**config.mk**
```make
export PLATFORM = sky130hd
export DESIGN_NAME = version_string_range_check
export DESIGN_NICKNAME = d
export VERILOG_FILES = /design/src/hw/rtl/vsrc_pkg.sv /design/src/hw/rtl/vsrc_parse.sv /design/src/hw/rtl/vsrc_judge.sv /design/src/hw/rtl/version_string_range_check.sv
export SDC_FILE = /design/constraint.sdc
export NUM_CORES = 1
export LEC_CHECK = 0
export ABC_AREA = 1
export BUFFER_PORTS_ARGS = -buffer_cell sky130_fd_sc_hd__buf_2
export CORE_ASPECT_RATIO = 1.1
export CORE_UTILIZATION = 45
export CTS_CLUSTER_SIZE = 40
export DETAILED_ROUTE_END_ITERATION = 7
export PLACE_DENSITY_LB_ADDON = 0.08
export SLEW_MARGIN = 20
export SYNTH_ARGS = -nofsm -noshare
export SYNTH_HDL_FRONTEND = slang
export SYNTH_HIERARCHICAL = 1
export SYNTH_SLANG_ARGS = --single-unit
```
**constraint.sdc**
```tcl
create_clock -name i_clk -period 6.15 [get_ports i_clk]
set_input_delay 0.9225 -clock i_clk [delete_from_list [all_inputs] [get_ports i_clk]]
set_output_delay 0.9225 -clock i_clk [all_outputs]
set_load 0.03 [all_outputs]
```
**src/hw/rtl/vsrc_pkg.sv**
```systemverilog
// Package for the version string range checker.
// Holds character codes, order codes, register indexes, the parser-to-judge
// struct and the compare functions. No dependencies.
package vsrc_pkg;

    // Character codes
    localparam logic [7:0] CH_DOT  = 8'h2E;
    localparam logic [7:0] CH_ZERO = 8'h30;
    localparam logic [7:0] CH_NINE = 8'h39;

    // Largest legal channel value
    localparam logic [31:0] CHAN_MAX = 32'd9;

    // Comparison result codes
    localparam logic [1:0] ORD_LOWER  = 2'd0;
    localparam logic [1:0] ORD_EQUAL  = 2'd1;
    localparam logic [1:0] ORD_HIGHER = 2'd2;

    // Configuration register indexes
    localparam logic [1:0] CFG_MIN_MAJOR   = 2'd0;
    localparam logic [1:0] CFG_MIN_LINE    = 2'd1;
    localparam logic [1:0] CFG_MIN_CHANNEL = 2'd2;
    localparam logic [1:0] CFG_MAJOR_LIMIT = 2'd3;

    // Which dotted part is being parsed
    typedef enum logic [2:0] {
        PART_MAJOR   = 3'b001,
        PART_LINE    = 3'b010,
        PART_CHANNEL = 3'b100
    } t_part;

    // Parsed version handed from the parser to the judge at the end mark
    typedef struct packed {
        logic        ok;
        logic [31:0] major;
        logic [31:0] line;
        logic [3:0]  channel;
    } t_parse_res;

    // Unsigned three-way compare
    function automatic logic [1:0] cmp_u32(input logic [31:0] a, input logic [31:0] b);
        if (a < b) begin
            return ORD_LOWER;
        end else if (a == b) begin
            return ORD_EQUAL;
        end
        return ORD_HIGHER;
    endfunction

    // Channel compare: 0 (release) ranks above every nonzero channel
    function automatic logic [1:0] cmp_channel(input logic [3:0] a, input logic [3:0] b);
        if (a == b) begin
            return ORD_EQUAL;
        end else if (a == 4'd0) begin
            return ORD_HIGHER;
        end else if (b == 4'd0) begin
            return ORD_LOWER;
        end else if (a < b) begin
            return ORD_LOWER;
        end
        return ORD_HIGHER;
    endfunction

endpackage

```
**src/hw/rtl/vsrc_parse.sv**
```systemverilog
// Input register and character parser of the version string range checker.
// Accumulates major, line and channel; depends on vsrc_pkg.
module vsrc_parse
    import vsrc_pkg::*;
(
    input  logic       i_clk,
    input  logic       i_rst_n,
    input  logic       i_valid,
    output logic       o_ready,
    input  logic [7:0] i_char,
    input  logic       i_end,
    output logic       o_res_valid,
    input  logic       i_res_ready,
    output t_parse_res o_res
);

    // Input register
    logic       r_in_valid;
    logic [7:0] r_in_char;
    logic       r_in_end;

    // Parser state
    t_part       r_part,       n_part;
    logic [31:0] r_acc,        n_acc;
    logic [31:0] r_held_major, n_held_major;
    logic [31:0] r_held_line,  n_held_line;
    logic        r_digit_seen, n_digit_seen;
    logic        r_first_zero, n_first_zero;
    logic        r_err,        n_err;

    logic        advance;
    logic        accept;
    logic        is_digit;
    logic [3:0]  digit;
    logic [35:0] acc_next;
    logic        overflow;

    // A character always moves on; an end mark waits for the judge
    assign advance     = r_in_valid && (!r_in_end || i_res_ready);
    assign o_ready     = !r_in_valid || advance;
    assign accept      = i_valid && o_ready;
    assign o_res_valid = r_in_valid && r_in_end;

    always_ff @(posedge i_clk) begin
        if (!i_rst_n) begin
            r_in_valid <= 1'b0;
        end else if (accept) begin
            r_in_valid <= 1'b1;
        end else if (advance) begin
            r_in_valid <= 1'b0;
        end
    end

    always_ff @(posedge i_clk) begin
        if (accept) begin
            r_in_char <= i_char;
            r_in_end  <= i_end;
        end
    end

    // Digit decode and times-ten accumulate, 36 bits to see overflow
    assign is_digit = (r_in_char >= CH_ZERO) && (r_in_char <= CH_NINE);
    assign digit    = 4'(r_in_char - CH_ZERO);
    assign acc_next = ({4'd0, r_acc} << 3) + ({4'd0, r_acc} << 1) + {32'd0, digit};
    assign overflow = (acc_next[35:32] != 4'd0);

    // Parser next state
    always_comb begin
        n_part       = r_part;
        n_acc        = r_acc;
        n_held_major = r_held_major;
        n_held_line  = r_held_line;
        n_digit_seen = r_digit_seen;
        n_first_zero = r_first_zero;
        n_err        = r_err;
        if (advance) begin
            if (r_in_end) begin
                n_part       = PART_MAJOR;
                n_acc        = 32'd0;
                n_held_major = 32'd0;
                n_held_line  = 32'd0;
                n_digit_seen = 1'b0;
                n_first_zero = 1'b0;
                n_err        = 1'b0;
            end else if (!r_err) begin
                if (is_digit) begin
                    if ((r_digit_seen && r_first_zero) || overflow) begin
                        n_err = 1'b1;
                    end else begin
                        if (!r_digit_seen) begin
                            n_first_zero = (digit == 4'd0);
                        end
                        n_acc        = acc_next[31:0];
                        n_digit_seen = 1'b1;
                    end
                end else if (r_in_char == CH_DOT) begin
                    if (!r_digit_seen || r_part == PART_CHANNEL) begin
                        n_err = 1'b1;
                    end else begin
                        case (r_part)
                            PART_MAJOR: begin
                                n_held_major = r_acc;
                                n_part       = PART_LINE;
                            end
                            PART_LINE: begin
                                n_held_line = r_acc;
                                n_part      = PART_CHANNEL;
                            end
                            default: begin
                                n_err = 1'b1;
                            end
                        endcase
                        n_acc        = 32'd0;
                        n_digit_seen = 1'b0;
                        n_first_zero = 1'b0;
                    end
                end else begin
                    n_err = 1'b1;
                end
            end
        end
    end

    always_ff @(posedge i_clk) begin
        if (!i_rst_n) begin
            r_part       <= PART_MAJOR;
            r_acc        <= 32'd0;
            r_held_major <= 32'd0;
            r_held_line  <= 32'd0;
            r_digit_seen <= 1'b0;
            r_first_zero <= 1'b0;
            r_err        <= 1'b0;
        end else begin
            r_part       <= n_part;
            r_acc        <= n_acc;
            r_held_major <= n_held_major;
            r_held_line  <= n_held_line;
            r_digit_seen <= n_digit_seen;
            r_first_zero <= n_first_zero;
            r_err        <= n_err;
        end
    end

    // Parsed version as seen at the end mark
    always_comb begin
        o_res.ok      = !r_err && (r_part == PART_CHANNEL) && r_digit_seen
                        && (r_acc <= CHAN_MAX);
        o_res.major   = r_held_major;
        o_res.line    = r_held_line;
        o_res.channel = r_acc[3:0];
    end

endmodule

```
**src/hw/rtl/vsrc_judge.sv**
```systemverilog
// Configuration registers, range compare and result register of the
// version string range checker. Depends on vsrc_pkg.
module vsrc_judge
    import vsrc_pkg::*;
(
    input  logic        i_clk,
    input  logic        i_rst_n,
    input  logic        i_cfg_we,
    input  logic [1:0]  i_cfg_index,
    input  logic [31:0] i_cfg_data,
    input  logic        i_res_valid,
    output logic        o_res_ready,
    input  t_parse_res  i_res,
    output logic        o_valid,
    input  logic        i_ready,
    output logic [71:0] o_data
);

    logic [31:0] r_min_major;
    logic [31:0] r_min_line;
    logic [3:0]  r_min_channel;
    logic [31:0] r_major_limit;

    logic        r_out_valid;
    logic [71:0] r_out_data;

    logic [1:0]  ord_major;
    logic [1:0]  ord_line;
    logic [1:0]  ord_chan;
    logic [1:0]  ord;
    logic        in_range;
    logic [71:0] n_out_data;
    logic        take;

    // Configuration writes
    always_ff @(posedge i_clk) begin
        if (!i_rst_n) begin
            r_min_major   <= 32'd0;
            r_min_line    <= 32'd0;
            r_min_channel <= 4'd0;
            r_major_limit <= 32'hFFFF_FFFF;
        end else if (i_cfg_we) begin
            case (i_cfg_index)
                CFG_MIN_MAJOR:   r_min_major   <= i_cfg_data;
                CFG_MIN_LINE:    r_min_line    <= i_cfg_data;
                CFG_MIN_CHANNEL: r_min_channel <= i_cfg_data[3:0];
                CFG_MAJOR_LIMIT: r_major_limit <= i_cfg_data;
                default: ;
            endcase
        end
    end

    // Lexicographic compare against the minimum
    assign ord_major = cmp_u32(i_res.major, r_min_major);
    assign ord_line  = cmp_u32(i_res.line, r_min_line);
    assign ord_chan  = cmp_channel(i_res.channel, r_min_channel);

    always_comb begin
        if (ord_major != ORD_EQUAL) begin
            ord = ord_major;
        end else if (ord_line != ORD_EQUAL) begin
            ord = ord_line;
        end else begin
            ord = ord_chan;
        end
        in_range = (ord != ORD_LOWER) && (i_res.major < r_major_limit);
    end

    // Result packing, all zero when malformed
    always_comb begin
        if (i_res.ok) begin
            n_out_data = {i_res.channel, i_res.line, i_res.major, ord, in_range, 1'b1};
        end else begin
            n_out_data = 72'd0;
        end
    end

    // Result register
    assign o_res_ready = !r_out_valid || i_ready;
    assign take        = i_res_valid && o_res_ready;

    always_ff @(posedge i_clk) begin
        if (!i_rst_n) begin
            r_out_valid <= 1'b0;
        end else if (take) begin
            r_out_valid <= 1'b1;
        end else if (i_ready) begin
            r_out_valid <= 1'b0;
        end
    end

    always_ff @(posedge i_clk) begin
        if (take) begin
            r_out_data <= n_out_data;
        end
    end

    assign o_valid = r_out_valid;
    assign o_data  = r_out_data;

endmodule

```
**src/hw/rtl/version_string_range_check.sv**
```systemverilog
// Version string range checker: one character per cycle; after the end-mark
// transfer the result passes the input register, then the result register.
// Throughput: one transfer per cycle while the result side takes results;
// an end mark waits in the input register while the result register is full.
// Reset (i_rst_n low, synchronous) clears the parser, the handshakes and sets
// the minimum to 0.0.0 and the major limit to all ones.
module version_string_range_check
    import vsrc_pkg::*;
(
    input  logic        i_clk,
    input  logic        i_rst_n,
    input  logic        i_cfg_we,
    input  logic [1:0]  i_cfg_index,
    input  logic [31:0] i_cfg_data,
    input  logic        s_axis_tvalid,
    output logic        s_axis_tready,
    input  logic [7:0]  s_axis_tdata,   // [7:0] character
    input  logic        s_axis_tlast,   // end_mark
    output logic        m_axis_tvalid,
    input  logic        m_axis_tready,
    output logic [71:0] m_axis_tdata    // [0] format_ok, [1] in_range, [3:2] order,
                                        // [35:4] major_value, [67:36] line_value,
                                        // [71:68] channel_value
);

    logic       res_valid;
    logic       res_ready;
    t_parse_res res;

    vsrc_parse u_parse (
        .i_clk       (i_clk),
        .i_rst_n     (i_rst_n),
        .i_valid     (s_axis_tvalid),
        .o_ready     (s_axis_tready),
        .i_char      (s_axis_tdata),
        .i_end       (s_axis_tlast),
        .o_res_valid (res_valid),
        .i_res_ready (res_ready),
        .o_res       (res)
    );

    vsrc_judge u_judge (
        .i_clk       (i_clk),
        .i_rst_n     (i_rst_n),
        .i_cfg_we    (i_cfg_we),
        .i_cfg_index (i_cfg_index),
        .i_cfg_data  (i_cfg_data),
        .i_res_valid (res_valid),
        .o_res_ready (res_ready),
        .i_res       (res),
        .o_valid     (m_axis_tvalid),
        .i_ready     (m_axis_tready),
        .o_data      (m_axis_tdata)
    );

    // Malformed text gives an all-zero result
    a_malformed_zero: assert property (@(posedge i_clk) disable iff (!i_rst_n)
        (m_axis_tvalid && !m_axis_tdata[0]) |-> (m_axis_tdata == 72'd0))
        else $error("malformed result carries nonzero fields");

    // In range needs a well-formed text not below the minimum
    a_range_needs_ok: assert property (@(posedge i_clk) disable iff (!i_rst_n)
        (m_axis_tvalid && m_axis_tdata[1])
            |-> (m_axis_tdata[0] && (m_axis_tdata[3:2] != ORD_LOWER)))
        else $error("in_range set on malformed or lower version");

    // Order code is never the unused value
    a_order_code: assert property (@(posedge i_clk) disable iff (!i_rst_n)
        m_axis_tvalid |-> (m_axis_tdata[3:2] != 2'd3))
        else $error("illegal order code");

    // No result right after reset
    a_reset_idle: assert property (@(posedge i_clk)
        !i_rst_n |=> !m_axis_tvalid)
        else $error("result valid after reset");

endmodule
```
After elaboration in Yosys (flattened, before gate mapping)
Cells that the tools add are included.
Word-level totals
  output and inout bits: 74
  register bits: 285
  bits of input ports: 48
  logic and storage cells: 156
Cells by class
  $add $sub $neg: 3
  order comparisons: 7
  reduce and logical (&&, ||, !) cells: 43
  eq/ne operators: 18
  multiplexer cells: 68
Operators by type and width (count)
  $mux 32: 18
  $lt 32x32->1: 3
  $eq 32x32->1: 2
  $add 35x33->36: 1
  $add 36x4->36: 1
  $le 32x4->1 const B: 1
  $mux 1: 31
  $mux 2: 13
  $reduce_and 6->1: 4
  $mux 3: 5
  $logic_not 4->1: 3
  $reduce_bool 2->1: 6
  $logic_and 1x1->1: 10
  $ne 2x1->1 const B: 5
  $eq 8x6->1 const B: 1
  $ge 8x6->1 const B: 1
  $le 8x6->1 const B: 1
  $reduce_and 2->1: 4
  $ne 3x2->1 const B: 2
  $pmux 3 s2: 1
  $reduce_bool 3->1: 2
  $logic_not 1->1: 5
  $logic_or 1x1->1: 5
  $reduce_and 5->1: 1
  12 further kinds: 13

Longest topological paths before layout
  depth in word-level cells: 10
  mapped depth: 22
  depth with buffers taken out: 21

By module
Netlist, hierarchy kept.
Modules (own cells, without submodules)
  vsrc_judge: instances 1, cells an instance 998, area an instance 8619.5 um2, seq. area each 4184.0 um2
  vsrc_parse: instances 1, cells an instance 1019, area an instance 7143.1 um2, seq. area each 2332.2 um2

Least setup slack after synthesis
Ideal clock, no wire load.
  kind: in2reg
  start point: input port m_axis_tready
  end point: register u_judge.r_out_data[0] (netlist: u_judge/o_data[0]), enable pin
  setup slack: 1.190 ns
  arrival: 4.434 ns
  stages: 2
  path buffers: 0
  library setup time: 0.526 ns
  data required time: 5.624 ns
  cell sequence: inv_1 -> a21oi_1
Between the ends
  longest elaborated chain between the ends: 2
RTL lines
  start: declaration: line version_string_range_check.sv:20  | input logic m_axis_tready,
  $logic_or 1x1->1: line vsrc_judge.sv:79  | assign o_res_ready = !r_out_valid || i_ready;
  $logic_and 1x1->1: line vsrc_judge.sv:80  | assign take = i_res_valid && o_res_ready;
  named net u_judge.take: line vsrc_judge.sv:33  | logic take;
  end signal: assignment: line vsrc_judge.sv:94  | r_out_data <= n_out_data;
  end: declaration: line vsrc_judge.sv:25  | logic [71:0] r_out_data;
The timed path passes the listed nets, and every way through them passes these cells.
A chain may end at the register's enable or synchronous reset.

Worst setup path in the final report
  start point: register u_parse.r_in_char[3]
  end point: register u_parse.r_acc[6]
Between the ends
  longest elaborated chain between the ends: 6
  elaborated cells between the ends (all ways): 16
  those cells by class: add/sub (2); order compare (2); eq/ne (3); mux (4); reduce/logical (5)
RTL lines
  start: declaration: line vsrc_parse.sv:19  | logic [7:0] r_in_char;
  start signal: assignment: line vsrc_parse.sv:56  | r_in_char <= i_char;
  $sub 4x1->4: line vsrc_parse.sv:63  | assign digit = 4'(r_in_char - CH_ZERO);
  $add 36x4->36: line vsrc_parse.sv:64  | assign acc_next = ({4'd0, r_acc} << 3) + ({4'd0, r_acc} << 1) + {32'd0, digit};
  $reduce_bool 4->1 or $mux 32 (tied branches): line vsrc_parse.sv:65, vsrc_parse.sv:87
  $logic_or 1x1->1 or $mux 32 (tied branches): line vsrc_parse.sv:87, vsrc_parse.sv:86
  $ne 3x2->1 (no source line) or $mux 32 (tied branches)
  $reduce_and 5->1 (no source line) or $mux 32 (tied branches)
  end signal: assignment: line vsrc_parse.sv:135  | r_acc <= n_acc;
  end: declaration: line vsrc_parse.sv:24  | logic [31:0] r_acc, n_acc;
Parallel ways exist; a longest one is shown, timed or not. The select of a mux whose other input is x is not followed.

==> summary.txt <==
Outcome
  – Status: finished, final reports clean

Place
  – RePlAce Congestion: 0.862
  – Placed cell count: 2507
  – I/O Buffers: 121
  – Hpwl dp: 30900 um

Synthesis
  – Synth top cells by count: nand2_1 (405), inv_1 (301), a21oi_1 (252), dfxtp_1 (204), o21ai_0 (177)
  – Distinct cell type count after synthesis: 54
  – Synth async-reset ratio: 0%
  – Post-synth top area cell: dfxtp_1
  – Post-synthesis compound-gate area fraction: 15.8%
  – Synth Flop Type: dfxtp_1
  – Post-synthesis average cell area: 7.81 um2
  – Main area contributors after synthesis: dfxtp_1 (26%), edfxtp_1 (15%), ha_1 (13%)
  – Simple-Gate Fraction of Synth Area: 18.6%
  – Post-synth EDFFs: 81
  – Most numerous cell in the Yosys netlist: nand2_1
  – Largest family of logic cells by synthesized area: simple AND/OR/NAND/NOR gates
  – Synthesized cell area: 0.0158 mm2
  – Syn. warnings: 6
  – Synth Register Bits: 285
  – Mux contribution to synthesized area: 0%
  – Area share of fa/ha/maj cells after synthesis: 13.1%
  – Post-synth top area share: 25.9%
  – Post-Synth XOR/XNOR Area: 1.00%
  – Seq/Total Area, Yosys: 41.3%
  – Post-synthesis net count: 2229
  – Mapped Cells: 2017

Critical path
  – Critical Path AT: 4.04 ns
  – CP Cell Sequence: inv_1 > fa_1 > fa_1 > inv_1 > nand2_1 > nand2_1 > nand3_1 > nand2_2 > nand2_1 > nand2_2 > nand2_1 > nand3_1 > nand2_1 > nor2_1 > nand2_2 > nand2_4 > nand2_4 > nand2_1 > a21oi_1
  – CP most frequent cell: nand2_1
  – Kind of critical path: flop to flop
  – Critical Path RT: 6.55 ns
  – Crit path max fanout: 33
  – Crit path max-delay cell type: fa_1
  – Startpoint Class: flop
  – Worst setup EP type: flop
  – Worst path max stage delay: 0.49 ns

GRT
  – Vias in the first global route: 12500
  – Pin count of the biggest net entering global routing: 88
  – Grt ovf: 0
  – Global-route wire length before repair: 66700 um
  – Initial antenna violation count: 0
  – GRT Resource Usage Total: 23.2%

Die
  – Die area: 0.0358 mm2
  – # rows: 71
  – Die Wd: 180 um
  – Initial Util: 45.8%
  – IO Count: 122
  – CORE AREA: 0.0344 mm2
  – DIE HEIGHT: 198 um

STA
  – Hold WS: 0.460 ns
  – Final Cycle Share: 59.3%
  – RSZ-0062 raised after global routing: false
  – Final hold vios: 0
  – Tmin final: 3.65 ns
  – Slew Limit Fails: 0
  – Rel. slew slack: 34.5%
  – Worst clock skew: 0.0198 ns
  – Fin Setup TNS: 0 ns
  – F_max: 274 MHz
  – Final setup violation count: 0
  – Worst slew pin tran: 0.982 ns

Clock tree
  – Number of setup buffers added after CTS: 0
  – Worst-skew pair later-pin latency: 0.54 ns
  – Post-CTS sizing: 0
  – Clock Sinks: 285
  – Number of H-tree levels: 1
  – CTS max path bufs: 3
  – Num CTS Buffers: 28
  – Clock slew at reported path FFs: 0.06 ns
  – Clock root buffer: clkbuf_16
  – Hold-fix buffers at CTS: 0
  – CTS tree: done

Drt
  – DRT Pass-1 Iters: 5
  – Wirelength, routed: 41500 um
  – Mean routed wirelength per cell: 16.2 um
  – Post-route ant nets: 0
  – Iter 0 DRT Violations: 970
  – Via density: 5.17
  – Via count: 13200
  – Residual DRC: 0

Pwr
  – P_leak: 8.52 nW
  – Power Density: 229 mW/mm2
  – Peak supply drop: 0.136 mV
  – Total Power: 3.99 mW

Flow run
  – Max cap viols: 0

Finish
  – Fin util: 50.8%
  – ANT cells: 0
  – Share of layout cells above drive strength 1: 10.1%
  – # fillers: 3441
  – Post-Layout Cell Count: 2559
  – Area Overhead vs Synth: 10.8%
  – Layout net count: 2311

Worst hold path
  – Tightest Hold Check Type: flop to flop
-- layer usage --
metal	track usage, %	vias up	wire [um]
li1	-	6794	-
met4	5.00	0	726
met2	39.0	255	19200
met3	2.24	43	1520
met5	0	-	0
met1	32.2	6131	20000
-- power by group --
| group | switching [mW] | internal, mW | leakage, nW |
|---|---|---|---|
| registers | 0.0356 | 1.99 | 2.38 |
| clock network | 0.711 | 0.889 | 0.413 |
| logic | 0.252 | 0.115 | 5.73 |
-- placed cells by master (no fill, tap or decap), types with 7 or more instances in the layout --
| cell type | instances |
|---|---|
| nand2_1 | 405 |
| inv_1 | 301 |
| a21oi_1 | 251 |
| dfxtp_1 | 204 |
| o21ai_0 | 177 |
| ha_1 | 162 |
| nor2_1 | 130 |
| buf_2 | 120 |
| edfxtp_1 | 81 |
| nand3_1 | 59 |
| clkbuf_16 | 29 |
| nor3_1 | 23 |
| nand4_1 | 21 |
| xnor2_1 | 13 |
| buf_4 | 12 |
| clkbuf_1 | 11 |
| nand2_2 | 9 |
| o21bai_1 | 8 |
| nor4_1 | 7 |
-- worst paths after layout --
| kind | from | end | slack [ns] | cells after the start |
|---|---|---|---|---|
| worst max-delay path | u_parse/r_in_char[3] | u_parse/r_acc[6] | 2.50 | 19 |
| worst min register to register | u_judge/r_min_major[0] | u_judge/r_min_major[0] | 0.46 | 2 |
| worst min-delay path | u_judge/r_min_major[0] | u_judge/r_min_major[0] | 0.46 | 2 |
| worst max register to register | u_parse/r_in_char[3] | u_parse/r_acc[6] | 2.50 | 19 |
-- critical path, delay by kind of cell (launching register included) --
family,cells,cell delay (ns)
AO/OA/AOI/OAI,1,0.07
adder cells (fa/ha/maj),2,0.97
buffers and inverters,2,0.27
flip-flops,1,0.47
AND/OR/NAND/NOR,14,1.71
-- per-stage QoR --
step                setup slack [ns]  cell area [um2]
CTS                             2.51            17500
global placement                2.57            16600
finish                          2.50            17500
floorplan                       1.19            15800
global route                    2.25            17500
detailed placement              2.54            16600
-- flip-flops by register name, summed over array words and instances, names as in the netlist, 3 cells and up --
register / cells
u_parse/r_held_major: 32
u_judge/r_min_channel: 4
u_parse/r_acc: 32
u_judge/r_min_line: 32
u_judge/r_min_major: 32
u_parse/r_in_char: 8
u_parse/r_part: 3
u_parse/r_held_line: 32
u_judge/r_major_limit: 32
u_judge/o_data: 72
-- cells by family after synthesis --
kind of cell	after synthesis
adder cells (fa/ha/maj)	164
buffers and inverters	389
XOR/XNOR	18
AND/OR/NAND/NOR	691
AO/OA/AOI/OAI	470
flip-flops	285
-- area by class of cell --
cell class              instances  area (um2)  share of cell area, %
multi-input cells            1343        7690                   44.0
flip-flops and latches        285        6520                   37.3
inverters                     308        1160                   6.62
clock buffers                  42         795                   4.55
repair buffers                133         711                   4.07
well taps                     438         548                   3.14
clock inverters                10        48.8                  0.279
(Power assumes the default switching activity.)
